### config.mk
export PLATFORM = sky130hd
export DESIGN_NAME = iss_cell
export DESIGN_NICKNAME = d
export VERILOG_FILES = /design/src/hdl/insertion_sorter_unit_macros.svh /design/src/hdl/iss_pkg.sv /design/src/hdl/iss_cell.sv
export SDC_FILE = /design/constraint.sdc
export NUM_CORES = 1
export LEC_CHECK = 0
export ABC_AREA = 1
export BUFFER_PORTS_ARGS = -buffer_cell sky130_fd_sc_hd__buf_2
export CORE_MARGIN = 3
export CORE_UTILIZATION = 49
export CTS_CLUSTER_DIAMETER = 50
export DETAILED_ROUTE_END_ITERATION = 10
export PLACE_DENSITY = 0.91
export SLEW_MARGIN = 20
export SYNTH_ARGS = -nofsm -noshare
export SYNTH_HDL_FRONTEND = slang
export SYNTH_SLANG_ARGS = --single-unit
### constraint.sdc
create_clock -name clk -period 6.2 [get_ports clk]
set_input_delay 0.93 -clock clk [delete_from_list [all_inputs] [get_ports clk]]
set_output_delay 0.93 -clock clk [all_outputs]
set_load 0.01 [all_outputs]
### src/hdl/insertion_sorter_unit_macros.svh
// ----------------------------------------------------------------------------
// insertion_sorter_unit_macros.svh
// Assertion macros used by the sorter RTL. Every macro expects clk and
// rst_n in scope.
// ----------------------------------------------------------------------------
`ifndef INSERTION_SORTER_UNIT_MACROS_SVH
`define INSERTION_SORTER_UNIT_MACROS_SVH

// cond must never hold outside reset
`define ISU_ASSERT_NEVER(lbl, cond, msg) \
  lbl: assert property (@(posedge clk) disable iff (!rst_n) !(cond)) \
    else $error(msg);

// same-cycle implication
`define ISU_ASSERT_IMPL(lbl, ante, cons, msg) \
  lbl: assert property (@(posedge clk) disable iff (!rst_n) (ante) |-> (cons)) \
    else $error(msg);

// next-cycle implication
`define ISU_ASSERT_NEXT(lbl, ante, cons, msg) \
  lbl: assert property (@(posedge clk) disable iff (!rst_n) (ante) |=> (cons)) \
    else $error(msg);

`endif

### src/hdl/iss_pkg.sv
// ----------------------------------------------------------------------------
// iss_pkg
// Types shared by the sorter cell and the sorter top level.
// ----------------------------------------------------------------------------
package iss_pkg;

  localparam int WORD_W = 32;

  typedef logic signed [WORD_W-1:0] word_t;

  // Per-cycle command broadcast to every cell of the chain
  typedef struct packed {
    logic ins;  // insert the broadcast key
    logic drn;  // shift the whole chain down one place
  } cell_ctrl_t;

endpackage

### src/hdl/iss_cell.sv
// ----------------------------------------------------------------------------
// iss_cell
// One slot of the sorted chain: holds a value and an occupied flag. On an
// insert it takes its lower neighbor's entry, the key, or keeps its own; on
// a drain it takes its upper neighbor's entry.
// ----------------------------------------------------------------------------
module iss_cell (
  input  logic               clk,
  input  logic               rst_n,
  input  iss_pkg::cell_ctrl_t ctrl,
  input  iss_pkg::word_t     key,
  input  iss_pkg::word_t     lo_val,
  input  logic               lo_occ,
  input  logic               lo_gt,
  input  iss_pkg::word_t     hi_val,
  input  logic               hi_occ,
  output iss_pkg::word_t     val,
  output logic               occ,
  output logic               gt
);
  import iss_pkg::*;

  word_t val_r, val_nxt;
  logic  occ_r, occ_nxt;

  // An empty slot counts as greater than any key
  assign gt = !occ_r || (val_r > key);

  always_comb begin
    val_nxt = val_r;
    occ_nxt = occ_r;
    if (ctrl.ins) begin
      if (lo_gt) begin
        val_nxt = lo_val;
        occ_nxt = lo_occ;
      end else if (gt) begin
        val_nxt = key;
        occ_nxt = 1'b1;
      end
    end else if (ctrl.drn) begin
      val_nxt = hi_val;
      occ_nxt = hi_occ;
    end
  end

  always_ff @(posedge clk) begin
    if (!rst_n) begin
      occ_r <= 1'b0;
    end else begin
      occ_r <= occ_nxt;
    end
  end

  always_ff @(posedge clk) begin
    val_r <= val_nxt;
  end

  assign val = val_r;
  assign occ = occ_r;

endmodule

Word level (Yosys, flattened, before mapping) --
Cells that the tools add are included.
Word-level totals: bits in registers 33, bits in latches 0, RAM bits 0, ROM bits 0, input port bits 103, memories 0
Cells by class: $add $sub $neg 0, $mul 0, divide/modulo/power cells 0, magnitude comparators 1, equal/unequal tests 1, shifts and indexed selects 0, mux-type cells 8, bitwise gates (word level) 0, reductions and logical operators 4
Operators with widths (number):
- $mux 32 | 4
- $gt 32x32->1 | 1
- $mux 1 | 4
- $ne 3x1->1 const B | 1
- $reduce_and 2->1 | 1
- $reduce_bool 2->1 | 1
- $logic_not 1->1 | 1
- $logic_or 1x1->1 | 1

Logic depth before layout (Yosys ltp) --
Gate-level depths: netlist of run 1.
depth after elaboration 5, gate-level depth with buffers 20

Least setup slack after synthesis of run 1 --
No wires, ideal clock.
path kind input port to flip-flop, start point input key[31], end point register val_r[0] (netlist: val[0]), enable pin, arrival time 2.684 ns, required time 5.813 ns, setup slack 3.129 ns, stages on the path 12, path buffers 0, path through inv_1 ha_1 a21oi_1 o21a_2 nand2_1 a21oi_4 nand3_1 nand2_1 nand2_2 nand3_2 nand2_1 inv_1
On the way: word-level cells in the longest chain between the ends 4
RTL lines:
- start: declaration | RTL line iss_cell.sv:11 | input iss_pkg::word_t key,
- $gt 32x32->1 | RTL line iss_cell.sv:27 | assign gt = !occ_r || (val_r > key);
- $logic_or 1x1->1 | RTL line iss_cell.sv:27
- $ne 3x1->1 (no line)
- $reduce_and 2->1 (no line)
- end signal: assignment | RTL line iss_cell.sv:55 | val_r <= val_nxt;
- end: declaration | RTL line iss_cell.sv:23 | word_t val_r, val_nxt;
No other way between the ends. A chain may end at the register's enable or synchronous reset.

Worst setup path in the final report of run 1 --
start point input key[31], end point output gt
On the way: word-level cells in the longest chain between the ends 2
RTL lines:
- $gt 32x32->1 | RTL line iss_cell.sv:27
- $logic_or 1x1->1 | RTL line iss_cell.sv:27
- end: declaration | RTL line iss_cell.sv:19 | output logic gt
No other way between the ends.

==> summary.md, run 1 <==
| Metric | Value |
|---|---|
| TNS Setup | 0 ns |
| Max VDD drop | 0.1022 mV |
| Die area | 0.006094 sq mm |
| Largest net degree at the start of global routing | 37 |
| Routed Antenna Nets | 0 |
| Detailed Route WL | 7224 um |
| Unrepaired setup endpoints after global routing | no |
| Worst-path fanout max | 4 |
| Ant diodes | 0 |
| CTS buffer count | 5 |
| CTS tree | yes |
| Clk_lat worst skew | 0.28 ns |
| Hold Path Stages | 4 |
| Ys flop type | edfxtp_1 |
| Distinct cells, synth | 24 |
| Critical path type | primary input to output port |
| Clk slew on worst S/H paths | 0.07 ns |
| Total grt overflow | 0 |
| EDFF count, synth | 32 |
| Post-synth top area cell | edfxtp_1 |
| Pre-antenna DRT Iters | 5 |
| Clock buffer depth | 2 |
| Core Util, Final | 68.08% |
| Crit. End Element | output port |
| Sequential area share after synthesis | 38.54% |
| Post-Syn Area per Cell | 8.399 sq um |
| Clock skew after layout | 0.003002 ns |
| Ranking of synthesized cells by area | edfxtp_1 38%, ha_1 16%, nand2_1 11%, o211ai_1 9.1%, nand3_1 6.9% |
| Vias/cell | 5.308 |
| CTS resizes | 0 |
| Global-route wire length before repair | 11,610 um |
| Most frequent cell after synthesis | nand2_1 |
| Cell area after synthesis | 0.002545 sq mm |
| Initial DRC count | 121 |
| Hold buffers post-CTS | 0 |
| Fin crit period | 3.338 ns |
| Mapped Nets | 438 |
| Post-Layout Cell Count | 500 |
| Final setup vio count | 0 |
| Initial antenna violation count | 0 |
| Yosys reg bits | 33 |
| Layout cell share with drive strength beyond 1 | 36.03% |
| IO Pins | 137 |
| Final period util | 53.84% |
| Synthesis warning total | 0 |
| H-tree lvl count | 2 |
| Syn Inst Count | 303 |
| Vias in the first global route | 2,626 |
| Inst Count DP | 492 |
| P per Cell Area | 196.5 mW/mm^2 |
| Arrival time worst endpoint | 2.41 ns |
| Max Fclk | 299.5 MHz |
| Slew Limit Fails | 0 |
| Root Driver | clkbuf_8 |
| Cell Rows | 25 |
| CTS sink count | 33 |
| Post-DP HPWL | 5578 um |
| Residual DRC | 0 |
| Hold Slack | 0.5966 ns |
| Area Overhead vs Synth | 30.53% |
| Post-synth top cells | 73 x nand2_1, 43 x inv_1, 35 x nand3_1 |
| Outcome | complete, no violations |
| WP data required | 5.27 ns |
| Vias | 2,654 |
| CP Launch Type | primary input |
| Final nets | 567 |
| Worst-case reg-to-reg path depth | 13 |
| # Max-Cap Violations | 0 |
| Ys async rst share | 0% |
| Least-Margin Pin Slew | 1.005 ns |
| Hold Fails Final Rpt | 0 |
| Wire per inst | 14.45 um |
| Leakage | 0.001740 uW |
| Post-CTS setup buffer count | 0 |
| Gr usage total | 23.96% |
| Worst slew margin | 32.91% |
| Number of port buffers | 136 |
| Routability cong. | 0.7950 |
| CORE AREA | 0.004880 sq mm |
| Die width | 78.07 um |
| Initial core utilization | 52.15% |
| Post-synth top area share | 37.76% |
| Die height | 78.07 um |
| Hold Path Class | flip-flop to flip-flop |
-- where the power goes --
| group | internal [uW] | switching (uW) |
|---|---|---|
| clock network | 79.8 | 77.4 |
| logic | 88.5 | 116 |
| registers | 276 | 14.7 |
| total | 445 | 208 |
-- sequential cells by signal (all words and copies together), names as in the netlist --
register	count
val	32
occ	1
-- cells in the final DEF, fill, tap and decap left out, types with 2 or more instances in the layout --
cell type,netlist,routed
nor2_1,8,8
nand3_1,35,35
inv_2,1,2
edfxtp_1,32,32
nand2_1,73,73
o211ai_1,31,31
nand2_2,2,2
ha_1,32,32
a21oi_1,12,12
nand4_1,3,3
clkbuf_8,0,5
inv_1,43,42
buf_2,0,136
clkbuf_1,12,3
nor2_2,4,4
o21ai_0,2,2
nand3_2,3,3
-- routing by layer --
layer / track usage, % / share of wire, % / vias to the layer above
met5: 0 / 0 / -
met4: 8.741 / 2.4 / 0
met3: 4.128 / 8.1 / 19
met2: 42.98 / 50 / 132
met1: 28.70 / 39 / 1198
li1: - / - / 1305
-- worst max-delay path, stage by stage --
cell     delay (ns)
buf_2          0.07
inv_1          0.06
ha_1           0.35
a21oi_1        0.20
o21a_2         0.16
nand2_1        0.08
a21oi_4        0.13
nand2_1        0.06
nand2_1        0.05
nand2_1        0.06
nand2_2        0.07
nand2_1        0.04
buf_2          0.14
-- area by class of cell --
| class | count | area [sq um] |
|---|---|---|
| fill | 417 | 1558 |
| multi-input combinational | 212 | 1331 |
| sequential | 33 | 980.9 |
| timing repair buffer | 136 | 680.7 |
| inverter | 44 | 165.2 |
| tap | 67 | 83.83 |
| clock buffer | 8 | 80.08 |
-- path summary, 6_finish.rpt --
kind	start	end	slack, ns
hold / removal	occ	occ	0.60
setup reg to reg	val[23]	val[27]	3.63
hold reg to reg	occ	occ	0.60
setup / recovery	key[31]	gt	2.86
-- cell families after synthesis --
logic type,after synthesis,synth area share [%]
fa+ha+maj,32,15.73
flops,33,38.54
simple gates,130,22.86
compound gates,50,13.72
buf+inv,58,9.144
-- through the flow --
step / area [sq um] / setup WS [ns] / power (uW)
final: 3322 / 2.862 / 652.9
after floorplan: 2545 / 3.129 / 413.0
after global routing: 3322 / 2.700 / 695.4
after CTS: 3322 / 2.855 / 656.6
after detailed placement: 3242 / 2.743 / 498.5
after global placement: 3242 / 2.610 / 488.2
(Power assumes the default switching activity.)
==> inputs of run 2 (changes only) <==
--- a/config.mk
+++ b/config.mk
@@ -8,10 +8,10 @@
 export ABC_AREA = 1
 export BUFFER_PORTS_ARGS = -buffer_cell sky130_fd_sc_hd__buf_2
 export CORE_MARGIN = 3
-export CORE_UTILIZATION = 49
+export CORE_UTILIZATION = 41
 export CTS_CLUSTER_DIAMETER = 50
 export DETAILED_ROUTE_END_ITERATION = 10
-export PLACE_DENSITY = 0.91
+export PLACE_DENSITY = 0.81
 export SLEW_MARGIN = 20
 export SYNTH_ARGS = -nofsm -noshare
 export SYNTH_HDL_FRONTEND = slang
==> constraint.sdc (replaced) <==
create_clock -name clk -period 2.9 [get_ports clk]
set_input_delay 0.435 -clock clk [delete_from_list [all_inputs] [get_ports clk]]
set_output_delay 0.435 -clock clk [all_outputs]
set_load 0.01 [all_outputs]
==> run 2 against run 1 <==
- total power is 110% higher
- combinational power increased by 110%
- clock-buffer cell count down 2
- sequential power increased by 110%
- die area increased by 18%
- register-to-register slack lost 3.0 ns
- final area is 1.5% higher
- sequential share of layout area fell by 0.43 points
- critical path depth is 1 lower
- final cell count up 2.2%
- flip-flop and latch count is the same
- critical endpoint unchanged
- worst hold slack worse by 0.15 ns
==> summary.md, run 2 (same netlist as run 1, synthesis figures left out) <==
| Metric | Value |
|---|---|
| Core Util, Final | 56.60% |
| IO Pins | 137 |
| Arrival time worst endpoint | 2.04 ns |
| CP startpoint | val[31] |
| Vias in the first global route | 2,582 |
| Hold Slack | 0.4451 ns |
| Die height | 84.79 um |
| CORE AREA | 0.005956 sq mm |
| Cell Rows | 28 |
| R2r startpoint | val[31] |
| Inst Count DP | 504 |
| Leakage | 0.001764 uW |
| Least-Margin Pin Slew | 1.051 ns |
| Hold buffers post-CTS | 0 |
| Worst-path fanout max | 4 |
| Buffers & Inverters on Critical Path | 1 |
| Max FFs per register | 32 |
| Die area | 0.007189 sq mm |
| Largest net degree at the start of global routing | 36 |
| Outcome | complete, no violations |
| Clock network power share | 23.4% |
| TNS Setup | 0 ns |
| Hold Path Class | primary input to flip-flop |
| Final nets | 571 |
| Die width | 84.79 um |
| Final period util | 85.27% |
| CTS tree | yes |
| Clk_lat worst skew | 0.28 ns |
| Pre-antenna DRT Iters | 4 |
| Worst slew margin | 29.89% |
| CTS buffer count | 5 |
| Post-CTS setup buffer count | 0 |
| Initial DRC count | 72 |
| Initial antenna violation count | 0 |
| Max layer used | met4 |
| Multi-input gate area | 0.001331 sq mm |
| Int Pwr | 945.2 uW |
| NetSw | 434.5 uW |
| WL met2 | 3612 um |
| Slew Limit Fails | 0 |
| Detailed Route WL | 7146 um |
| Worst path cell trace | ha_1 -> nand2_1 -> nor2_2 -> nand2_2 -> nor2_2 -> nand2_1 -> nand2_1 -> nand2_1 -> nand2_1 -> nand2_2 -> nand2_1 -> buf_2 |
| Area Overhead vs Synth | 32.45% |
| # Max-Cap Violations | 0 |
| Flop pwr share | 45.0% |
| Routed Antenna Nets | 0 |
| Sw Ratio | 31.49% |
| Vias | 2,580 |
| Number of port buffers | 136 |
| Routability cong. | 0.7867 |
| Clk slew on worst S/H paths | 0.07 ns |
| Commonest non-fill, non-tap cell in the layout | buf_2 |
| Clock buffer depth | 2 |
| Wire per inst | 13.98 um |
| Ant diodes | 0 |
| Post-DP HPWL | 5615 um |
| Combinational power share | 31.6% |
| Crit-path max cell delay | 0.39 ns |
| H-tree lvl count | 2 |
| Pwr Total | 1380 uW |
| Crit-path slowest cell | edfxtp_1 |
| Final setup vio count | 0 |
| Max Fclk | 404.4 MHz |
| Most frequent cells in the layout | 136 x buf_2, 73 x nand2_1, 43 x inv_1, 35 x nand3_1 |
| Hold Fails Final Rpt | 0 |
| CP dominant cell by count | nand2_1 |
| M1 wire length | 2887 um |
| Min-delay src | hi_val[19] |
| Clock skew after layout | 0.005221 ns |
| Met3 WL | 529 um |
| Fill cells | 584 |
| Fin crit period | 2.473 ns |
| Max VDD drop | 0.2025 mV |
| Residual DRC | 0 |
| FF/Latch Area | 980.9 sq um |
| Post-Layout Cell Count | 511 |
| Crit. End Element | output port |
| Root Driver | clkbuf_8 |
| Global-route wire length before repair | 11,740 um |
| Initial core utilization | 42.73% |
| CTS sink count | 33 |
| Layout cell share with drive strength beyond 1 | 36.47% |
| P per Cell Area | 409.3 mW/mm^2 |
| Crit path max-delay family | simple AND/OR/NAND/NOR gates |
| CTS resizes | 0 |
| CP Launch Type | flip-flop |
| Critical path type | flip-flop to output port |
| Gr usage total | 19.98% |
| Unrepaired setup endpoints after global routing | no |
| Vias/cell | 5.049 |
| WP data required | 2.47 ns |
| Total grt overflow | 0 |
[run 2: changes by cell type in the layout (fill, tap and decap cells not counted)]
cell,change
buf_4,+3
clkbuf_1,-2
buf_12,+1
clkinv_1,+1
inv_1,+1
inv_2,-1
[run 2: power by group through the flow]
stage / Sequential (uW) / Clock, uW / Combinational, uW
finish: 620 / 323 / 436
detailed placement: 630 / 0 / 441
CTS: 620 / 331 / 443
global route: 627 / 353 / 500
global placement: 628 / 0 / 427
floorplan: 653 / 0 / 230
[run 2: path summary, 6_finish.rpt]
check | endpoint | slack (ns) | cells after the start
max | gt | 0.43 | 12
min | val[19] | 0.45 | 3
max reg2reg | val[15] | 0.59 | 14
min reg2reg | occ | 0.64 | 4
[run 2: per-stage QoR]
stage | area (sq um) | setup slack (ns)
final | 3371 | 0.4271
after global routing | 3371 | 0.1930
after CTS | 3371 | 0.3764
after detailed placement | 3294 | 0.3877
after global placement | 3294 | 0.4394
after floorplan | 2545 | 0.3240
[run 2: metal layers]
metal  vias up  track usage [%]
met2       108            34.59
met1      1151            24.85
met4         0            5.324
met5         -                0
met3        10            4.809
li1       1311                -
[run 2: tightest hold or removal path, cell delays in order]
cell and delay (ns):
buf_2 0.08, nand2_1 0.04, o211ai_1 0.06
[run 2: area by class of cell]
| class | instances | area share (%) |
|---|---|---|
| timing repair buffer | 140 | 21.46 |
| sequential | 33 | 29.10 |
| multi-input combinational | 212 | 39.50 |
| tap | 75 | 2.784 |
| clock inverter | 1 | 0.1114 |
| clock buffer | 6 | 2.153 |
| inverter | 44 | 4.900 |
